`src/assert_macros.svh`:
```
// ---------------------------------------------------------------------------
// Assertion macros
// Shared concurrent assertion wrappers, compiled out for synthesis.
// ---------------------------------------------------------------------------
`ifndef ASSERT_MACROS_SVH
`define ASSERT_MACROS_SVH
`ifndef SYNTHESIS
// checked only out of reset
`define PSC_ASSERT(lbl, prop) \
	lbl: assert property (@(posedge clk) disable iff (!arst_n) prop) \
	else $error("assertion failed");
// checked on every edge, reset included
`define PSC_ASSERT_RST(lbl, prop) \
	lbl: assert property (@(posedge clk) prop) \
	else $error("assertion failed");
`else
`define PSC_ASSERT(lbl, prop)
`define PSC_ASSERT_RST(lbl, prop)
`endif
`endif

```
`src/psc_fifo.sv`:
```
// ---------------------------------------------------------------------------
// psc_fifo
// Short job queue between the front and back ends.
// ---------------------------------------------------------------------------
`timescale 1ns / 1ps
module psc_fifo #(
	parameter int W = 8
) (
	input  logic         clk,
	input  logic         arst_n,
	input  logic         push,
	input  logic [W-1:0] wdata,
	output logic         full,
	input  logic         pop,
	output logic [W-1:0] rdata,
	output logic         empty
);
	logic [W-1:0] mem_q [2];
	logic         wp_q, rp_q;
	logic [1:0]   cnt_q;

	assign full  = (cnt_q == 2'd2);
	assign empty = (cnt_q == 2'd0);
	assign rdata = mem_q[rp_q];

	always_ff @(posedge clk) begin
		if (push && !full) mem_q[wp_q] <= wdata;
	end

	always_ff @(posedge clk or negedge arst_n) begin
		if (!arst_n) begin
			wp_q  <= 1'b0;
			rp_q  <= 1'b0;
			cnt_q <= 2'd0;
		end else begin
			if (push && !full) wp_q <= ~wp_q;
			if (pop && !empty) rp_q <= ~rp_q;
			case ({push && !full, pop && !empty})
				2'b10:   cnt_q <= cnt_q + 2'd1;
				2'b01:   cnt_q <= cnt_q - 2'd1;
				default: cnt_q <= cnt_q;
			endcase
		end
	end
endmodule

```
`config.mk`:
```
export PLATFORM = sky130hd
export DESIGN_NAME = psc_fifo
export DESIGN_NICKNAME = d
export VERILOG_FILES = /design/src/assert_macros.svh /design/src/psc_fifo.sv
export SDC_FILE = /design/constraint.sdc
export NUM_CORES = 1
export LEC_CHECK = 0
export BUFFER_PORTS_ARGS = -buffer_cell sky130_fd_sc_hd__buf_2
export CAP_MARGIN = 20
export CORE_ASPECT_RATIO = 0.9
export CORE_MARGIN = 1.5
export CORE_UTILIZATION = 47
export DETAILED_ROUTE_END_ITERATION = 8
export PLACE_DENSITY = 0.73
export REMOVE_ABC_BUFFERS = 1
export SLEW_MARGIN = 20
export SYNTH_ARGS = -nofsm -noshare
export SYNTH_HDL_FRONTEND = slang
export SYNTH_SLANG_ARGS = --single-unit
```
`constraint.sdc`:
```
create_clock -name clk -period 2.01 [get_ports clk]
set_input_delay 0.1005 -clock clk [delete_from_list [all_inputs] [get_ports clk]]
set_output_delay 0.1005 -clock clk [all_outputs]
set_load 0.005 [all_outputs]
```
* Word level (Yosys, flattened, before mapping)
Memory sizes are Yosys's and may differ from the RTL's.
Index checks and enable logic that the tools add are counted.
** Word-level totals
- Memories :: 1
- Memory bits (writable) :: 16
- Word-level logic and storage cells :: 20
- Flip-flop bits (word level) :: 4
- Output and inout port bits :: 10
- Bits of input ports :: 12
** Memories
- mem_q :: words 2, bits a word 8, read ports 1, clocked after memory_dff 0, write ports 1, RTL line psc_fifo.sv:18 : logic [W-1:0] mem_q [2];
** Operators by class
- Eq/ne operators :: 3
- $add $sub $neg :: 2
- Multiplexer cells :: 3
- Bitwise gates (word level) :: 2
- Reductions and logical operators :: 6
** Operators with widths (number)
- 2-bit equality test, second input constant :: 2
- 2-bit case mux with 2 select lines :: 1
- 2-bit by 1-bit adder with 2-bit output, second input constant :: 1
- 2-bit by 1-bit equality test with 1-bit output, second input constant :: 1
- 1-bit logical AND :: 2
- 1-bit zero test :: 2
- 2-bit zero test :: 1
- 1-bit 2-to-1 mux :: 2
- 1-bit inverter :: 2
- 2-bit nonzero test :: 1
- 2-bit by 1-bit subtractor with 2-bit output, second input constant :: 1

* Longest topological paths before layout
Gate-level depths: netlist (run 1).
- Word-level depth :: 5
- Depth in mapped cells :: 6
- Depth with buffers taken out :: 6

* Least setup slack after synthesis (run 1)
OpenSTA, ideal clock, no wires.
- Path kind :: register -> register
- Start point :: reg cnt_q[0]
- End point :: mem mem_q[0][0], enable pin
- Required time :: 1640 ps
- Cell stages (with the launch flop) :: 4
- Clock period less this slack :: 1370 ps
- Path buffers :: 0
- Arrival :: 1000 ps
- Path slack :: 640 ps
- Library setup time :: 370 ps
- Cell sequence :: dfrtp_1 > nand2b_1 > nand2_1 > nor2_1
** On the way
- Cells in the longest elaborated chain, start to end :: 5
** Ends and longest elaborated chain
- start, declared :: RTL line psc_fifo.sv:20 : logic [1:0] cnt_q;
- start signal, assigned :: RTL line psc_fifo.sv:39 : 2'b10: cnt_q <= cnt_q + 2'd1;
- start signal, assigned :: RTL line psc_fifo.sv:40 : 2'b01: cnt_q <= cnt_q - 2'd1;
- start signal, assigned :: RTL line psc_fifo.sv:41 : default: cnt_q <= cnt_q;
- 2-bit equality test :: RTL line psc_fifo.sv:22 : assign full = (cnt_q == 2'd2);
- 1-bit zero test :: RTL line psc_fifo.sv:27 : if (push && !full) mem_q[wp_q] <= wdata;
- 1-bit logical AND :: RTL line psc_fifo.sv:27
- 1-bit 2-to-1 mux :: RTL line psc_fifo.sv:27
- 1-bit 2-to-1 mux (implied by the code) :: RTL line psc_fifo.sv:27
- end, declared :: RTL line psc_fifo.sv:18
Every way passes these cells.

* Final worst setup path (run 1)
- Start point :: reg rp_q
- End point :: out rdata[7]
** On the way
- Cells in the longest elaborated chain, start to end :: 1
** Ends and longest elaborated chain
- start, declared :: RTL line psc_fifo.sv:19 : logic wp_q, rp_q;
- start signal, assigned :: RTL line psc_fifo.sv:37 : if (pop && !empty) rp_q <= ~rp_q;
- memory 2 x 8 bit
- end, declared :: RTL line psc_fifo.sv:15 : output logic [W-1:0] rdata,
Every way passes these cells.

==> impl_metrics.csv, run 1 <==
group,metric,value,unit
sta,fin_crit_sh,0.740,
power,vdd_ir_drop_max,0.799,mV
sta,fin_crit,1.49,ns
yosys,yosys-top-cells-area,"edfxtp_1 62%, dfrtp_1 13%, mux2_2 12%",
status,status,"finished clean",
cts,post_cts_buffers,0,
yosys,synth_area,772,um^2
yosys,syn_avg_cell_area,18.0,um^2
sta,timing.setup.tns,0,ns
yosys,ys_warn_count,0,
place,place_congestion,0.656,
yosys,synth-edff-count,16,
power,power_density,1230,nW/um^2
routing,wl_per_cell,12.6,um
global_routing,grt_usage,0.142,
layout,area_delta_synth_final,32.6,%
cts,cts-resized-gates,0,
place,numPortBuffers,21,
cts,cts_hold_buf,9,
sta,fin_hold_ws,0.128,ns
sta,worst_slew_pin_slew,0.405,ns
sta,slew_headroom,0.730,
sta,finClkSkew,0.00405,ns
yosys,synth_top_cell_area_share,0.622,
yosys,postSynthCellCount,43,
routing,drt_first_pass_iters,4,
floorplan,rows,13,
worst_setup_path,max_stage_delay,0.59,ns
global_routing,grt_start_max_net_pins,12,
floorplan,initial_core_util,0.516,
place,dp_hpwl,825,um
routing,viasPerCell,4.71,
cts,path_clk_slew,0.10,ns
cts,clk-insertion-delay-late,0.29,ns
sta,setup_viol,0,
routing,vias,466,
floorplan,core,1500,um^2
routing,antenna_left,0,
power,leakage,0.000420,uW
worst_setup_path,startpoint_type,"flop",
flow_run,drv_cap,0,
worst_setup_path,cp_max_fo,9,
worst_setup_path,crit_type,"flop to output port",
layout,n_antenna_cell,0,
worst_setup_path,cp_top_family,"flip-flops",
yosys,ys_types,13,
worst_setup_path,critPathCaptureType,"output port",
cts,numCtsBuffers,3,
global_routing,overflow,0,
yosys,synthTopCellsByCount,"16 x edfxtp_1, 8 x mux2_2, 4 x dfrtp_1",
floorplan,dieHeight,41.5,um
worst_setup_path,critical_path_buf_inv_count,1,
yosys,synth-seq-cells,20,
routing,remaining_drc_errors,0,
layout,fin_nets,91,
floorplan,die_w,45.7,um
worst_setup_path,slowest_stage,"dfrtp_1",
sta,drv_slew,0,
sta,rsz0062_at_grt,"no",
cts,ctsHtreeMaxLevel,1,
routing,drtIter0Drc,4,
cts,cts_tree,"done",
yosys,seq_area_frac_synth,0.752,
global_routing,antenna_found_initial,0,
worst_setup_path,crit_chain,"mux2_2, buf_2",
sta,max_freq,672,MHz
layout,n_fill_cell,106,
floorplan,io_pins,22,
worst_setup_path,required,1.91,ns
yosys,yosys.area.top_type,"edfxtp_1",
yosys,postSynth.asyncResetShare,0.200,
global_routing,grt_pass1_vias,460,
worst_setup_path,crit_arrival,1.39,ns
floorplan,die_area,1900,um^2
cts,clockRootBuffer,"clkbuf_4",
routing,drt_wl_total,1250,um
global_routing,grt_pass1_wl,1930,um
layout,drive_gt1_frac,0.442,
yosys,synthFlopType,"edfxtp_1",
cts,cts_buffer_depth,2,
min_path,hp-class,"input port to asynchronous set/reset pin",
cts,cts_sinks,20,
yosys,yosysMostFrequentCell,"edfxtp_1",
sta,finalHoldViolCount,0,
through the flow:
step                      setup WS, ns   util  std cells  total power, uW  cell area, um^2
after global routing             0.433  0.684         99             1340             1020
after detailed placement         0.561  0.606         86             1070              907
after CTS                        0.496  0.684         99             1270             1020
final                            0.522  0.684         99             1260             1020
after floorplan                  0.640      -         42              910              767
after global placement           0.640  0.606         86             1060              907
flip-flops by register name (all words and copies together) (netlist names):
register and count:
cnt_q 2, mem_q 16, rp_q 1, wp_q 1
cell usage in the layout, fill, tap and decap left out:
cell type | synthesis | layout
and3_1 | 1 | 1
buf_2 | 1 | 21
buf_4 | 0 | 1
clkbuf_1 | 0 | 1
clkbuf_4 | 0 | 3
dfrtp_1 | 4 | 4
dlygate4sd3_1 | 0 | 9
edfxtp_1 | 16 | 16
ha_1 | 1 | 1
inv_1 | 1 | 1
mux2_2 | 8 | 8
nand2_1 | 1 | 1
nand2b_1 | 1 | 1
nor2_1 | 3 | 3
nor2b_2 | 1 | 1
xnor2_1 | 3 | 3
xor2_1 | 2 | 2
layer usage:
metal / track usage / routed length, um / vias to the layer above
li1: - / - / 223
met1: 0.162 / 537 / 228
met2: 0.237 / 657 / 13
met3: 0.0391 / 39 / 2
met4: 0.0686 / 11 / 0
met5: 0 / 0 / -
final timing paths:
path | cells past startpoint | startpoint | to | slack, ns
worst max-delay path | 2 | rp_q$_DFFE_PN0P_ | rdata[7] | 0.52
worst min-delay path | 2 | arst_n | wp_q$_DFFE_PN0N_ | 0.13
worst max register to register | 4 | cnt_q[0]$_DFFE_PN0P_ | mem_q[0][1]$_DFFE_PP_ | 0.56
worst min register to register | 1 | cnt_q[1]$_DFFE_PN0P_ | cnt_q[1]$_DFFE_PN0P_ | 0.50
max in group asynchronous | 2 | arst_n | cnt_q[1]$_DFFE_PN0P_ | 1.76
min in group clk | 3 | push | wp_q$_DFFE_PN0N_ | 0.13
cells by family (layout without fill, tap and decap cells):
group                      count (synthesis)  in the layout  synth area share
and+or+nand+nor                            7              7            0.0470
muxes                                      8              8             0.117
xor gates and xnor gates                   5              5            0.0567
DFF                                       20             20             0.752
buffers and inverters                      2             36            0.0113
adders and majority gates                  1              1            0.0162
final cells by class:
type / instances / area, um^2 / area share
Sequential cell: 20 / 581 / 0.567
Timing Repair Buffer: 31 / 203 / 0.198
Multi-Input combinational cell: 21 / 183 / 0.178
Tap cell: 22 / 27.5 / 0.0269
Clock buffer: 4 / 26.3 / 0.0257
Inverter: 1 / 3.75 / 0.00367
power by group:
part,leakage [uW],internal [uW],switching [uW],total [uW]
Clock,0.0000150,77.0,112,189
Sequential,0.000195,579,81.6,660
Combinational,0.000210,237,172,410
Power figures use the tool's default switching activity.
==> inputs of run 2 (changes only) <==
- clock period: 2.01 -> 1.4 ns (I/O delays scaled with it)
==> impl_metrics.csv, run 2 (synthesis results as in run 1) <==
group,metric,value,unit
status,status,"finished clean",
worst_setup_path,reg2reg_depth,2,
worst_setup_path,required,1.35,ns
worst_setup_path,reg2reg_from,"cnt_q[0]$_DFFE_PN0P_",
min_path,hp-class,"input port to flop",
power,intPower,1410,uW
global_routing,overflow,0,
layout,top_regs,"mem_q x16, cnt_q x2",
routing,drtIter0Drc,1,
routing,antenna_left,0,
global_routing,grt_usage,0.145,
global_routing,antenna_found_initial,0,
cts,cts_buffer_depth,2,
layout,drive_gt1_frac,0.561,
sta,slew_headroom,0.738,
power,leakage,0.000453,uW
place,dp_hpwl,780,um
power,vdd_ir_drop_max,1.43,mV
place,dpl.cell_count,87,
cts,clk-insertion-delay-late,0.28,ns
global_routing,grt_start_max_net_pins,12,
sta,fin_crit_sh,0.977,
place,numPortBuffers,21,
sta,finClkSkew,0.00455,ns
sta,fin_crit,1.37,ns
layout,largest_register_ffs,16,
cts,ctsHtreeMaxLevel,1,
layout,n_antenna_cell,0,
sta,worst_slew_pin_slew,0.393,ns
flow_run,drv_cap,0,
floorplan,io_pins,22,
floorplan,core,1500,um^2
global_routing,grt_pass1_wl,1920,um
worst_setup_path,endpoint,"mem_q[1][0]$_DFFE_PP_",
worst_setup_path,crit_arrival,1.32,ns
cts,numCtsBuffers,3,
layout,instances_no_fill,104,
floorplan,die_area,1900,um^2
global_routing,grt_pass1_vias,480,
floorplan,die_w,45.7,um
power,p_sw,575,uW
sta,drv_slew,0,
layout,area_delta_synth_final,41.3,%
sta,setup_viol,0,
layout,fin_nets,96,
power,seqPwrFrac,0.486,
floorplan,initial_core_util,0.516,
sta,max_freq,731,MHz
sta,rsz0062_at_grt,"yes",
sta,finalHoldViolCount,0,
layout,n_fill_cell,114,
power,clockPowerShare,0.131,
worst_setup_path,ff2ff_setup_slack,0.03,ns
routing,vias,476,
routing,drt_first_pass_iters,4,
power,power_density,1820,nW/um^2
place,place_congestion,0.686,
worst_setup_path,critPathCaptureType,"flop",
cts,clockRootBuffer,"clkbuf_4",
worst_setup_path,cp_max_fo,8,
routing,drt_wl_total,1260,um
floorplan,dieHeight,41.5,um
power,share_comb_of_total_power,0.383,
layout,mostFrequentLayoutCells,"21 x buf_2, 16 x edfxtp_1, 9 x dlygate4sd3_1, 8 x mux2_2, 6 x buf_4",
routing,wl_per_cell,12.2,um
layout,regMostFlops,"mem_q",
cts,cts_sinks,20,
cts,path_clk_slew,0.10,ns
worst_setup_path,crit_type,"flop to flop",
floorplan,rows,13,
layout,layout_commonest_cell,"buf_2",
sta,fin_hold_ws,0.0630,ns
cts,cts_tree,"done",
worst_setup_path,startpoint_type,"flop",
worst_setup_path,crit_start,"cnt_q[0]$_DFFE_PN0P_",
worst_setup_path,r2r_end,"mem_q[1][0]$_DFFE_PP_",
routing,remaining_drc_errors,0,
power,switching_share,0.289,
routing,viasPerCell,4.58,
==> run 2: area by class of cell <==
cell class,instances,area [um^2],area share
Sequential cell,20,583,0.534
Multi-Input combinational cell,21,210,0.193
Timing Repair Buffer,36,240,0.220
Tap cell,22,27.5,0.0252
Clock buffer,4,26.3,0.0241
Inverter,1,3.75,0.00344
==> run 2: how the worst min path moves through the flow <==
stage,start,to,slack (ns),depth (start not counted)
5_1_grt,push,wp_q$_DFFE_PN0N_,0.08,3
3_3_place_gp,arst_n,cnt_q[1]$_DFFE_PN0P_,-0.12,1
6_report,push,wp_q$_DFFE_PN0N_,0.06,3
3_5_place_dp,arst_n,cnt_q[1]$_DFFE_PN0P_,-0.12,1
2_1_floorplan,arst_n,cnt_q[0]$_DFFE_PN0P_,-0.23,0
4_1_cts,push,wp_q$_DFFE_PN0N_,0.09,3
==> run 2: critical path, cell delays in order (launching register included) <==
cell and delay [ns]:
dfrtp_1 0.45, nand2b_4 0.18, and3_1 0.40
==> run 2: metal layers <==
metal / share of wire / global-route usage
met1: 0.43 / 0.158
met5: 0 / 0
met2: 0.54 / 0.251
met4: 0.0063 / 0.0686
met3: 0.027 / 0.0391
==> run 2: through the flow <==
stage	area [um^2]	TNS, ns	util	total power [uW]	setup slack [ns]
final	1090	0	0.729	1990	0.0327
after detailed placement	915	0	0.611	1550	0.0460
after floorplan	767	0	-	1310	0.0301
after global placement	915	0	0.611	1540	0.0449
after CTS	1030	0	0.690	1840	0.0149
after global routing	1090	-0.248	0.729	2110	-0.0338
==> run 2: power groups by stage <==
stage / registers, uW / logic, uW / clock network [uW]
after floorplan: 931 / 376 / 0
after global placement: 958 / 582 / 0
after detailed placement: 963 / 588 / 0
after CTS: 953 / 611 / 276
after global routing: 990 / 831 / 294
final: 967 / 762 / 260
==> run 2: timing repair <==
action | 4_1_cts | 5_1_grt
buffers inserted | 0 | 4
hold buffers | 9 | 0
gates resized for setup | 1 | 7
pin swaps | 0 | 1
endpoints found under the hold margin | 20 | 0
endpoints found under the setup margin | 8 | 16
==> inputs of run 3 (changes only) <==
--- a/constraint.sdc
+++ b/constraint.sdc
@@ -3,2 +3,2 @@
 set_output_delay 0.07 -clock clk [all_outputs]
-set_load 0.005 [all_outputs]
+set_load 0.01 [all_outputs]
==> impl_metrics.csv, run 3 (synthesis results as in run 1) <==
group,metric,value,unit
place,dp_slack,0.0460,ns
layout,area_delta_synth_final,39.4,%
power,total_power,2000,uW
layout,top_regs,"mem_q x16, cnt_q x2",
worst_setup_path,crit_arrival,1.55,ns
worst_setup_path,cp_max_fo,3,
place,postPlaceCellArea,915,um^2
layout,layout_commonest_cell,"buf_2",
worst_setup_path,crit_chain,"nor2_2, nor2b_2, ha_1, nor2_1, xor2_1",
routing,drt_first_pass_iters,2,
sta,finalHoldViolCount,0,
cts,path_clk_slew,0.10,ns
floorplan,initial_core_util,0.516,
floorplan,die_w,45.7,um
place,numPortBuffers,21,
layout,stdcell_area,1080,um^2
cts,clockRootBuffer,"clkbuf_4",
floorplan,io_pins,22,
global_routing,grt_pass1_vias,480,
floorplan,core,1500,um^2
global_routing,grt_start_max_net_pins,12,
sta,worst_slew_pin_slew,0.395,ns
worst_setup_path,reg2reg_depth,5,
routing,drt_wl_total,1240,um
layout,final_util,0.719,
cts,cts_buffer_depth,2,
place,place_congestion,0.686,
cts,cts_sinks,20,
worst_setup_path,required,1.61,ns
sta,slew_headroom,0.737,
layout,fin_nets,96,
flow_run,drv_cap,0,
worst_setup_path,ff2ff_setup_slack,0.06,ns
sta,setup_ws,0.0604,ns
min_path,min_from,"push",
global_routing,antenna_found_initial,0,
power,power_density,1860,nW/um^2
layout,regMostFlops,"mem_q",
cts,clk-insertion-delay-late,0.28,ns
worst_setup_path,r2r_end,"cnt_q[1]$_DFFE_PN0P_",
place,dp_hpwl,780,um
status,status,"finished clean",
routing,remaining_drc_errors,0,
sta,setup_viol,0,
layout,drive_gt1_frac,0.537,
routing,vias,467,
worst_setup_path,startpoint_type,"flop",
layout,mostFrequentLayoutCells,"21 x buf_2, 16 x edfxtp_1, 9 x dlygate4sd3_1, 8 x mux2_2, 6 x buf_4",
global_routing,overflow,0,
sta,fin_crit_sh,0.957,
worst_setup_path,crit_type,"flop to flop",
routing,antenna_left,0,
floorplan,rows,13,
min_path,hp-class,"input port to flop",
sta,fin_hold_ws,0.0646,ns
cts,ctsHtreeMaxLevel,1,
power,leakage,0.000449,uW
floorplan,die_area,1900,um^2
sta,max_freq,746,MHz
floorplan,dieHeight,41.5,um
sta,rsz0062_at_grt,"yes",
sta,finClkSkew,0.00512,ns
sta,fin_crit,1.34,ns
worst_setup_path,critPathCaptureType,"flop",
worst_setup_path,max_stage_delay,0.45,ns
min_path,whs_path_depth,3,
sta,drv_slew,0,
power,vdd_ir_drop_max,1.35,mV
routing,viasPerCell,4.49,
worst_setup_path,slowest_stage,"dfrtp_2",
cts,numCtsBuffers,3,
global_routing,grt_usage,0.145,
layout,n_antenna_cell,0,
routing,drtIter0Drc,1,
worst_setup_path,reg2reg_from,"cnt_q[1]$_DFFE_PN0P_",
cts,cts_tree,"done",
min_path,hold-path-endpoint,"wp_q$_DFFE_PN0N_",
layout,largest_register_ffs,16,
routing,wl_per_cell,11.9,um
global_routing,grt_pass1_wl,1920,um
-- run 3: worst max-delay path, delay by kind of cell (launching register included) --
family,cells,cell delay (ns)
flops,1,0.45
simple gates,3,0.34
fa+ha+maj,1,0.31
xor+xnor,1,0.16
-- run 3: repair_timing --
item | 4_1_cts | 5_1_grt
endpoints found under the hold margin | 20 | 0
endpoints found under the setup margin | 8 | 22
resized for setup | 1 | 4
buffers inserted | 0 | 4
hold buffers | 9 | 0
-- run 3: worst max path at each step --
stage | cells past startpoint | slack, ns | to | from
global placement | 5 | 0.04 | cnt_q[1]$_DFFE_PN0P_ | cnt_q[0]$_DFFE_PN0P_
global route | 6 | -0.02 | cnt_q[1]$_DFFE_PN0P_ | cnt_q[1]$_DFFE_PN0P_
detailed placement | 5 | 0.05 | cnt_q[1]$_DFFE_PN0P_ | cnt_q[0]$_DFFE_PN0P_
CTS | 5 | 0.01 | cnt_q[1]$_DFFE_PN0P_ | cnt_q[0]$_DFFE_PN0P_
floorplan | 5 | 0.03 | cnt_q[1]$_DFFE_PN0P_ | cnt_q[0]$_DFFE_PN0P_
finish | 5 | 0.06 | cnt_q[1]$_DFFE_PN0P_ | cnt_q[1]$_DFFE_PN0P_
-- run 3: metal layers --
layer  wire [um]  GRT usage
met1         549      0.158
met2         649      0.251
met3          31     0.0391
met4           8     0.0686
met5           0          0
-- run 3: through the flow --
step / std cells / TNS (ns)
3_3_place_gp: 87 / 0
2_1_floorplan: 42 / 0
5_1_grt: 104 / -0.0168
6_report: 104 / 0
3_5_place_dp: 87 / 0
4_1_cts: 100 / 0
-- run 3: layout make-up --
| type | count | area, um^2 |
|---|---|---|
| timing repair buffer | 36 | 240 |
| inverter | 1 | 3.75 |
| clock buffer | 4 | 26.3 |
| fill | 113 | 420 |
| sequential | 20 | 583 |
| tap | 22 | 27.5 |
| multi-input combinational | 21 | 195 |
-- run 3: power breakdown --
| part | switching [uW] | internal [uW] | total [uW] |
|---|---|---|---|
| registers | 116 | 838 | 954 |
| clock network | 150 | 111 | 261 |
| logic | 338 | 445 | 783 |
| total | 605 | 1390 | 2000 |
